--- src/hdl/sds_pkg.sv ---
// ----------------------------------------------------------------------------
// Selection sampling draw checker package
// Shared types and constants for the checker modules.
// ----------------------------------------------------------------------------
`timescale 1ns / 1ps
`default_nettype none
package sds_pkg;

   localparam logic [2:0] KIND_XORSHIFT = 3'd0;
   localparam logic [2:0] KIND_MINSTD   = 3'd1;
   localparam logic [2:0] KIND_LCG31    = 3'd2;
   localparam logic [2:0] KIND_LCG15    = 3'd3;
   localparam logic [2:0] KIND_LCG48    = 3'd4;
   localparam logic [2:0] KIND_PCG      = 3'd5;

   localparam logic [2:0] REG_KIND = 3'd0;
   localparam logic [2:0] REG_SEED = 3'd1;
   localparam logic [2:0] REG_SKIP = 3'd2;
   localparam logic [2:0] REG_STOP = 3'd3;
   localparam logic [2:0] REG_CAP  = 3'd4;

   localparam logic [63:0] PCG_MUL    = 64'd6364136223846793005;
   localparam logic [63:0] PCG_INC    = 64'd1442695040888963407;
   localparam logic [63:0] LCG48_MUL  = 64'h5DEECE66D;
   localparam logic [63:0] LCG48_INC  = 64'hB;
   localparam logic [63:0] MASK48     = 64'hFFFF_FFFF_FFFF;
   localparam logic [63:0] MINSTD_MUL = 64'd48271;
   localparam logic [31:0] MINSTD_MOD = 32'd2147483647;
   localparam logic [63:0] LCG31_MUL  = 64'd1103515245;
   localparam logic [31:0] LCG31_INC  = 32'd12345;
   localparam logic [63:0] LCG15_MUL  = 64'd214013;
   localparam logic [31:0] LCG15_INC  = 32'd2531011;
   localparam logic [63:0] SM_GOLD    = 64'h9E3779B97F4A7C15;
   localparam logic [63:0] SM_MUL1    = 64'hBF58476D1CE4E5B9;
   localparam logic [63:0] SM_MUL2    = 64'h94D049BB133111EB;

   localparam logic [15:0] CAP_RESET = 16'd8;

   typedef struct packed {
      logic [2:0]  generator_kind;
      logic [31:0] start_seed;
      logic [7:0]  lead_skip;
      logic        stop_mode;
      logic [15:0] draw_cap;
   } cfg_type;

   typedef struct packed {
      logic        start;
      logic [63:0] op_a;
      logic [63:0] op_b;
   } mul_req_type;

   typedef struct packed {
      logic        draw_matched;
      logic [15:0] run_length;
      logic        broken;
   } result_type;

endpackage
`default_nettype wire

--- src/hdl/sds_seq.sv ---
// ----------------------------------------------------------------------------
// Draw sequencer
// Seeds and steps the generator, runs selection sampling candidate by
// candidate on the shared multiplier and scores each draw.
// ----------------------------------------------------------------------------
`timescale 1ns / 1ps
`default_nettype none
module sds_seq #(
   parameter int POOL_SIZE  = 80,
   parameter int PICK_COUNT = 20
) (
   input  wire logic                  clock,
   input  wire logic                  reset,
   input  wire sds_pkg::cfg_type      cfg,
   input  wire logic                  item_start,
   input  wire logic                  item_action,
   input  wire logic [79:0]           item_chosen,
   output logic                       seq_idle,
   output logic                       res_valid,
   input  wire logic                  res_ready,
   output sds_pkg::result_type        res,
   output sds_pkg::mul_req_type       mul_req,
   input  wire logic                  mul_done,
   input  wire logic [95:0]           mul_product
);

   localparam int MAXN = (POOL_SIZE > PICK_COUNT) ? POOL_SIZE : PICK_COUNT;
   localparam int CW   = $clog2(MAXN + 1);

   localparam logic [1:0] PH_SKIP = 2'd0;
   localparam logic [1:0] PH_DRAW = 2'd1;
   localparam logic [1:0] PH_BURN = 2'd2;

   typedef enum logic [9:0] {
      ST_IDLE    = 10'b0000000001,
      ST_SEED    = 10'b0000000010,
      ST_SEEDMUL = 10'b0000000100,
      ST_GEN     = 10'b0000001000,
      ST_MULA    = 10'b0000010000,
      ST_MULB    = 10'b0000100000,
      ST_POST    = 10'b0001000000,
      ST_CMP     = 10'b0010000000,
      ST_FINISH  = 10'b0100000000,
      ST_OUT     = 10'b1000000000
   } seq_state_type;

   function automatic logic [31:0] xorshift32(input logic [31:0] x);
      logic [31:0] v;
      v = x ^ (x << 13);
      v = v ^ (v >> 17);
      v = v ^ (v << 5);
      return v;
   endfunction

   function automatic logic [31:0] pcg_out(input logic [63:0] o);
      logic [31:0] xs;
      logic [63:0] rot;
      xs  = 32'(((o >> 18) ^ o) >> 27);
      rot = {xs, xs} >> o[63:59];
      return rot[31:0];
   endfunction

   seq_state_type        state_ff, state_in;
   logic [63:0]          gen_ff, gen_in, u_ff, u_in;
   logic [1:0]           phase_ff, phase_in;
   logic [7:0]           skip_ff, skip_in;
   logic [CW-1:0]        t_ff, t_in, m_ff, m_in;
   logic [79:0]          sel_ff, sel_in, obs_ff, obs_in;
   logic [15:0]          run_ff, run_in;
   logic                 broken_ff, broken_in;
   sds_pkg::result_type  res_ff, res_in;

   logic [63:0] p64, sm_z, seed_val, a72_src;
   logic [31:0] xs_val, minstd_sum, minstd_red, lcg31_s, lcg15_s, seed_m;
   logic [71:0] lhs, rhs, a72;
   logic [CW:0] bfac;
   logic [16:0] run_inc;
   logic        below, last_t, draw_match;

   assign p64        = mul_product[63:0];
   assign xs_val     = xorshift32(gen_ff[31:0]);
   assign sm_z       = gen_ff + sds_pkg::SM_GOLD;
   assign minstd_sum = {1'b0, p64[30:0]} + {15'b0, p64[47:31]};
   assign minstd_red = (minstd_sum >= sds_pkg::MINSTD_MOD) ?
                       minstd_sum - sds_pkg::MINSTD_MOD : minstd_sum;
   assign lcg31_s    = p64[31:0] + sds_pkg::LCG31_INC;
   assign lcg15_s    = p64[31:0] + sds_pkg::LCG15_INC;
   assign bfac       = (CW + 1)'(POOL_SIZE + 1) - {1'b0, t_ff};
   assign last_t     = (t_ff == CW'(POOL_SIZE));
   assign lhs        = mul_product[71:0];
   assign a72        = 72'(CW'(PICK_COUNT) - m_ff);
   assign a72_src    = 64'(a72);
   assign below      = (lhs < rhs);
   assign run_inc    = {1'b0, run_ff} + 17'd1;
   assign draw_match = (m_ff == CW'(PICK_COUNT)) && (sel_ff == obs_ff);

   always_comb begin
      if (cfg.start_seed >= {sds_pkg::MINSTD_MOD[30:0], 1'b0}) begin
         seed_m = cfg.start_seed - {sds_pkg::MINSTD_MOD[30:0], 1'b0};
      end else if (cfg.start_seed >= sds_pkg::MINSTD_MOD) begin
         seed_m = cfg.start_seed - sds_pkg::MINSTD_MOD;
      end else begin
         seed_m = cfg.start_seed;
      end
      case (cfg.generator_kind)
         sds_pkg::KIND_XORSHIFT: begin
            seed_val = {32'b0, (cfg.start_seed == 32'b0) ? 32'd1 : cfg.start_seed};
         end
         sds_pkg::KIND_MINSTD: begin
            seed_val = {32'b0, (seed_m == 32'b0) ? 32'd1 : seed_m};
         end
         sds_pkg::KIND_LCG48: begin
            seed_val = ({32'b0, cfg.start_seed} ^ sds_pkg::LCG48_MUL) & sds_pkg::MASK48;
         end
         default: begin
            seed_val = {32'b0, cfg.start_seed};
         end
      endcase
   end

   always_comb begin
      case (cfg.generator_kind)
         sds_pkg::KIND_XORSHIFT, sds_pkg::KIND_LCG48, sds_pkg::KIND_PCG: begin
            rhs = a72 << 32;
         end
         sds_pkg::KIND_MINSTD: begin
            rhs = (a72 << 31) - a72;
         end
         sds_pkg::KIND_LCG31: begin
            rhs = a72 << 31;
         end
         sds_pkg::KIND_LCG15: begin
            rhs = a72 << 15;
         end
         default: begin
            rhs = {a72_src[7:0], 64'b0};
         end
      endcase
   end

   always_comb begin
      state_in  = state_ff;
      gen_in    = gen_ff;
      u_in      = u_ff;
      phase_in  = phase_ff;
      skip_in   = skip_ff;
      t_in      = t_ff;
      m_in      = m_ff;
      sel_in    = sel_ff;
      obs_in    = obs_ff;
      run_in    = run_ff;
      broken_in = broken_ff;
      res_in    = res_ff;
      mul_req   = '0;
      case (state_ff)
         ST_IDLE: begin
            if (item_start) begin
               obs_in = item_chosen;
               if (!item_action) begin
                  state_in = ST_SEED;
               end else if (broken_ff) begin
                  res_in   = '{draw_matched: 1'b0, run_length: run_ff, broken: 1'b1};
                  state_in = ST_OUT;
               end else begin
                  t_in     = CW'(1);
                  m_in     = '0;
                  sel_in   = '0;
                  phase_in = PH_DRAW;
                  state_in = ST_GEN;
               end
            end
         end
         ST_SEED: begin
            run_in    = '0;
            broken_in = 1'b0;
            skip_in   = cfg.lead_skip;
            phase_in  = PH_SKIP;
            res_in    = '0;
            if (cfg.generator_kind == sds_pkg::KIND_PCG) begin
               mul_req  = '{start: 1'b1,
                            op_a: sds_pkg::PCG_INC + {32'b0, cfg.start_seed},
                            op_b: sds_pkg::PCG_MUL};
               state_in = ST_SEEDMUL;
            end else begin
               gen_in   = seed_val;
               state_in = (cfg.lead_skip == 8'd0) ? ST_OUT : ST_GEN;
            end
         end
         ST_SEEDMUL: begin
            if (mul_done) begin
               gen_in   = p64 + sds_pkg::PCG_INC;
               state_in = (skip_ff == 8'd0) ? ST_OUT : ST_GEN;
            end
         end
         ST_GEN: begin
            state_in = ST_MULA;
            case (cfg.generator_kind)
               sds_pkg::KIND_XORSHIFT: begin
                  gen_in   = {32'b0, xs_val};
                  u_in     = {32'b0, xs_val};
                  state_in = ST_POST;
               end
               sds_pkg::KIND_MINSTD: begin
                  mul_req = '{start: 1'b1, op_a: {32'b0, gen_ff[31:0]},
                              op_b: sds_pkg::MINSTD_MUL};
               end
               sds_pkg::KIND_LCG31: begin
                  mul_req = '{start: 1'b1, op_a: {32'b0, gen_ff[31:0]},
                              op_b: sds_pkg::LCG31_MUL};
               end
               sds_pkg::KIND_LCG15: begin
                  mul_req = '{start: 1'b1, op_a: {32'b0, gen_ff[31:0]},
                              op_b: sds_pkg::LCG15_MUL};
               end
               sds_pkg::KIND_LCG48: begin
                  mul_req = '{start: 1'b1, op_a: gen_ff, op_b: sds_pkg::LCG48_MUL};
               end
               sds_pkg::KIND_PCG: begin
                  u_in    = {32'b0, pcg_out(gen_ff)};
                  mul_req = '{start: 1'b1, op_a: gen_ff, op_b: sds_pkg::PCG_MUL};
               end
               default: begin
                  gen_in  = sm_z;
                  mul_req = '{start: 1'b1, op_a: sm_z ^ (sm_z >> 30),
                              op_b: sds_pkg::SM_MUL1};
               end
            endcase
         end
         ST_MULA: begin
            if (mul_done) begin
               state_in = ST_POST;
               case (cfg.generator_kind)
                  sds_pkg::KIND_MINSTD: begin
                     gen_in = {32'b0, minstd_red};
                     u_in   = {32'b0, minstd_red};
                  end
                  sds_pkg::KIND_LCG31: begin
                     gen_in = {32'b0, lcg31_s};
                     u_in   = {33'b0, lcg31_s[31:1]};
                  end
                  sds_pkg::KIND_LCG15: begin
                     gen_in = {32'b0, lcg15_s};
                     u_in   = {49'b0, lcg15_s[30:16]};
                  end
                  sds_pkg::KIND_LCG48: begin
                     gen_in = (p64 + sds_pkg::LCG48_INC) & sds_pkg::MASK48;
                     u_in   = ((p64 + sds_pkg::LCG48_INC) & sds_pkg::MASK48) >> 16;
                  end
                  sds_pkg::KIND_PCG: begin
                     gen_in = p64 + sds_pkg::PCG_INC;
                  end
                  default: begin
                     mul_req  = '{start: 1'b1, op_a: p64 ^ (p64 >> 27),
                                  op_b: sds_pkg::SM_MUL2};
                     state_in = ST_MULB;
                  end
               endcase
            end
         end
         ST_MULB: begin
            if (mul_done) begin
               u_in     = p64 ^ (p64 >> 31);
               state_in = ST_POST;
            end
         end
         ST_POST: begin
            case (phase_ff)
               PH_SKIP: begin
                  skip_in  = skip_ff - 8'd1;
                  state_in = (skip_ff == 8'd1) ? ST_OUT : ST_GEN;
               end
               PH_DRAW: begin
                  mul_req  = '{start: 1'b1, op_a: u_ff, op_b: 64'(bfac)};
                  state_in = ST_CMP;
               end
               default: begin
                  if (last_t) begin
                     state_in = ST_FINISH;
                  end else begin
                     t_in     = t_ff + CW'(1);
                     state_in = ST_GEN;
                  end
               end
            endcase
         end
         ST_CMP: begin
            if (mul_done) begin
               if (below) begin
                  sel_in[7'(t_ff - CW'(1))] = 1'b1;
                  m_in = m_ff + CW'(1);
               end
               if (below && (m_ff + CW'(1) == CW'(PICK_COUNT))) begin
                  if (cfg.stop_mode && !last_t) begin
                     phase_in = PH_BURN;
                     t_in     = t_ff + CW'(1);
                     state_in = ST_GEN;
                  end else begin
                     state_in = ST_FINISH;
                  end
               end else if (last_t) begin
                  state_in = ST_FINISH;
               end else begin
                  t_in     = t_ff + CW'(1);
                  state_in = ST_GEN;
               end
            end
         end
         ST_FINISH: begin
            if (draw_match) begin
               run_in = (run_inc > {1'b0, cfg.draw_cap}) ? cfg.draw_cap : run_inc[15:0];
               res_in = '{draw_matched: 1'b1, run_length: run_in, broken: 1'b0};
            end else begin
               broken_in = 1'b1;
               res_in    = '{draw_matched: 1'b0, run_length: run_ff, broken: 1'b1};
            end
            state_in = ST_OUT;
         end
         ST_OUT: begin
            if (res_ready) begin
               state_in = ST_IDLE;
            end
         end
         default: begin
            state_in = ST_IDLE;
         end
      endcase
   end

   always_ff @(posedge clock) begin
      gen_ff   <= gen_in;
      u_ff     <= u_in;
      phase_ff <= phase_in;
      skip_ff  <= skip_in;
      t_ff     <= t_in;
      m_ff     <= m_in;
      sel_ff   <= sel_in;
      obs_ff   <= obs_in;
      res_ff   <= res_in;
      if (reset) begin
         state_ff  <= ST_IDLE;
         gen_ff    <= '0;
         run_ff    <= '0;
         broken_ff <= 1'b0;
      end else begin
         state_ff  <= state_in;
         run_ff    <= run_in;
         broken_ff <= broken_in;
      end
   end

   assign seq_idle  = (state_ff == ST_IDLE);
   assign res_valid = (state_ff == ST_OUT);
   assign res       = res_ff;

endmodule
`default_nettype wire

--- config.mk ---
export PLATFORM = sky130hd
export DESIGN_NAME = sds_seq
export DESIGN_NICKNAME = d
export VERILOG_FILES = /design/src/hdl/sds_pkg.sv /design/src/hdl/sds_seq.sv
export SDC_FILE = /design/constraint.sdc
export NUM_CORES = 2
export LEC_CHECK = 0
export BUFFER_PORTS_ARGS = -buffer_cell sky130_fd_sc_hd__buf_2
export CAP_MARGIN = 20
export CORE_ASPECT_RATIO = 1.25
export CORE_MARGIN = 2
export CORE_UTILIZATION = 55
export DETAILED_ROUTE_END_ITERATION = 8
export PLACE_DENSITY = 0.73
export SETUP_SLACK_MARGIN = 0.05
export SLEW_MARGIN = 20
export SYNTH_ARGS = -nofsm -noshare
export SYNTH_HDL_FRONTEND = slang
export SYNTH_SLANG_ARGS = --single-unit
--- constraint.sdc ---
create_clock -name clock -period 16.5 [get_ports clock]
set_clock_uncertainty 0.15 [all_clocks]
set_input_delay 4.125 -clock clock [delete_from_list [all_inputs] [get_ports clock]]
set_output_delay 4.125 -clock clock [all_outputs]
set_load 0.01 [all_outputs]
==> impl_metrics.json <==
{
  "grt-ovfl-total": 0,
  "ctsResizeCount": 0,
  "fin_hold_ws_ns": 0.363,
  "clock_latency_ns": 0.64,
  "wl_per_cell_um": 32.2,
  "port_buffers": 362,
  "wl_met3_um": 26500,
  "rsz0062_at_grt": "false",
  "synthCells": 4851,
  "wl_met1_um": 63700,
  "drive_gt1_share_pct": 12.5,
  "cts_sinks": 357,
  "status": "complete, but fails checks",
  "grt_start_max_net_pins": 78,
  "seq_area_sq_um": 9810,
  "post_synth.cell_area_avg_sq_um": 7.67,
  "finalMaxSlewViolations": 0,
  "leakage_nw": 15.2,
  "grt_pass1_vias": 38500,
  "vias": 42000,
  "routed.top_layer": "met5",
  "fill_cells": 6127,
  "tightestPinTransition_ns": 1.33,
  "ys.flop_type": "edfxtp_1",
  "ys_warn_count": 0,
  "start_util_pct": 55.5,
  "crit_path_end_kind": "output pin",
  "timing.final.crit_period_ns": 12.99,
  "max_cap_violations": 0,
  "antenna_found_initial": 12,
  "yosysTopAreaCell": "edfxtp_1",
  "fmax_mhz": 77.0,
  "p_per_area_nw_per_um2": 96.7,
  "peakVddDrop_uv": 131,
  "crit_arrival_ns": 8.72,
  "num-nets-final": 5302,
  "yosysMostFrequentCell": "nor2_1",
  "synth.cell_area_sq_um": 37200,
  "crit_type": "primary input to output pin",
  "routabilityCongestion": 1.16,
  "drc_errors": 27,
  "finalSetupTns_ns": 0,
  "ant_nets": 0,
  "placed_cells": 5730,
  "final-hold-violation-count": 0,
  "synth_area_leaders": "edfxtp_1 (21%), xnor2_1 (7.6%), a21oi_1 (5.6%)",
  "cts_buffers": 41,
  "seq_area_frac_synth_pct": 26.4,
  "clockBufferDepth": 3,
  "fp-row-count": 106,
  "worstHoldPathType": "register to register",
  "vias_per_cell": 7.23,
  "cp_data_required_time_ns": 12.23,
  "cts_tree": "yes",
  "die_h_um": 295,
  "met2WireLength_um": 78100,
  "synth_top_area_share_pct": 21.5,
  "pin_count": 391,
  "synth-edff-count": 266,
  "die_area_sq_um": 69700,
  "root_buffer": "clkbuf_16",
  "area_growth_syn_to_layout_pct": 9.07,
  "multi_input_area_sq_um": 25300,
  "ys_seq_elements": 357,
  "core-area_sq_um": 67000,
  "die_x_um": 237,
  "finalCritPeriodShare_pct": 78.7,
  "dpl.hpwl_um": 139000,
  "grt_pass1_wl_um": 266000,
  "startpoint_type": "primary input",
  "critPathMaxFanout": 11,
  "dpl_worst_slack_ns": 3.72,
  "setup_viol": 0,
  "synth_cell_types": 97,
  "first_pass_iters": 9,
  "layout.cells.non_filler": 5815,
  "drt_first_iter_violations": 7035,
  "htreeDepth": 2,
  "slew_headroom_pct": 10.2,
  "violations": "design-rule violations",
  "drt_wl_total_um": 187000,
  "ys_top_cells_by_count": "nor2_1 (486), nand2_1 (485), a21oi_1 (416)",
  "cts_setup_buffers": 0,
  "postCtsHoldBufs": 0,
  "grt_use_total_pct": 52.0,
  "async_reset_ff_share_pct": 0,
  "fin_ws_ns": 3.51,
  "clk_pin_slew_ns": 0.07
}
## layer usage
layer	GRT usage, %	vias up
li1	-	17900
met1	61.7	19500
met2	77.8	3652
met3	16.6	1003
met4	40.5	4
met5	0	-
## sequential cells by signal, indices dropped and copies added, names as in the netlist, 8 cells and up
signal / count
gen_ff: 64
run_ff: 16
state_ff: 10
sel_ff: 80
u_ff: 64
res: 18
skip_ff: 8
obs_ff: 80
## final timing paths
| path | cells past startpoint | slack, ns | endpoint | startpoint |
|---|---|---|---|---|
| max | 16 | 3.51 | mul_req[94] | cfg[25] |
| min | 2 | 0.36 | broken_ff | broken_ff |
| max reg2reg | 27 | 7.57 | m_ff[0] | m_ff[0] |
| min reg2reg | 2 | 0.36 | broken_ff | broken_ff |
## through the flow
step | util (%) | power, mW | instance area (sq um)
3_5_place_dp | 58.4 | 2.81 | 39100
5_1_grt | 60.5 | 4.04 | 40600
6_report | 60.6 | 3.92 | 40600
2_1_floorplan | - | 2.29 | 37200
4_1_cts | 60.5 | 3.82 | 40500
3_3_place_gp | 58.3 | 2.78 | 39100
## worst max-delay path, cell delays in order
cell and delay, ns:
buf_2 0.18, inv_1 0.38, ha_1 0.26, or3b_2 0.49, a31oi_1 0.30, nor2_1 0.12, o21ai_0 0.64, o31ai_1 0.28
a311o_1 0.47, nand2_1 0.17, nand2_1 0.10, o21ai_0 0.34, nand2_1 0.12, xor2_1 0.17, o221ai_1 0.35, buf_2 0.22
## cell type report
cell class	instances	share of cell area, %
diodes	8	0.0493
clock buffers	47	2.61
clock inverters	29	0.950
inverters	135	1.25
multi-input cells	3929	62.3
flip-flops and latches	357	24.2
well taps	864	2.66
repair buffers	446	6.02
## power by group
| group | internal [mW] | switching [mW] |
|---|---|---|
| logic | 0.522 | 1.06 |
| clock network | 0.567 | 0.455 |
| registers | 1.16 | 0.154 |
| total | 2.25 | 1.67 |
## kinds of logic after synthesis
kind of cell / after synthesis / share of synthesized area [%]
flops: 357 / 26.4
compound gates: 1470 / 25.3
xor+xnor: 547 / 12.9
fa+ha+maj: 152 / 5.12
simple gates: 1659 / 21.3
buf+inv: 568 / 6.12
mux: 97 / 2.82
other cells: 1 / 0.0101
## layout by cell type (no fill, tap or decap), types with 17 or more instances in the layout
cell,instances
o31ai_1,22
nor2b_1,32
nand4_1,83
o211ai_1,66
a222oi_1,38
dfxtp_1,90
o21a_1,26
a31oi_1,54
and3_1,42
mux2_2,23
a21o_1,41
o221ai_1,36
o21ai_0,373
a211oi_1,65
nand2_1,485
nor3_1,104
nor2_1,483
xnor2_1,322
a22oi_1,34
o22ai_1,45
edfxtp_1,266
buf_4,84
or3_1,44
clkbuf_16,41
ha_1,148
xor2_1,223
inv_1,129
a221oi_1,42
nor4_1,52
and2_1,56
o2111ai_1,18
buf_2,362
nand3_1,113
a21oi_1,414
a311oi_1,17
mux2i_1,70
nand2b_1,49
a221o_1,29
(Power assumes the default switching activity.)
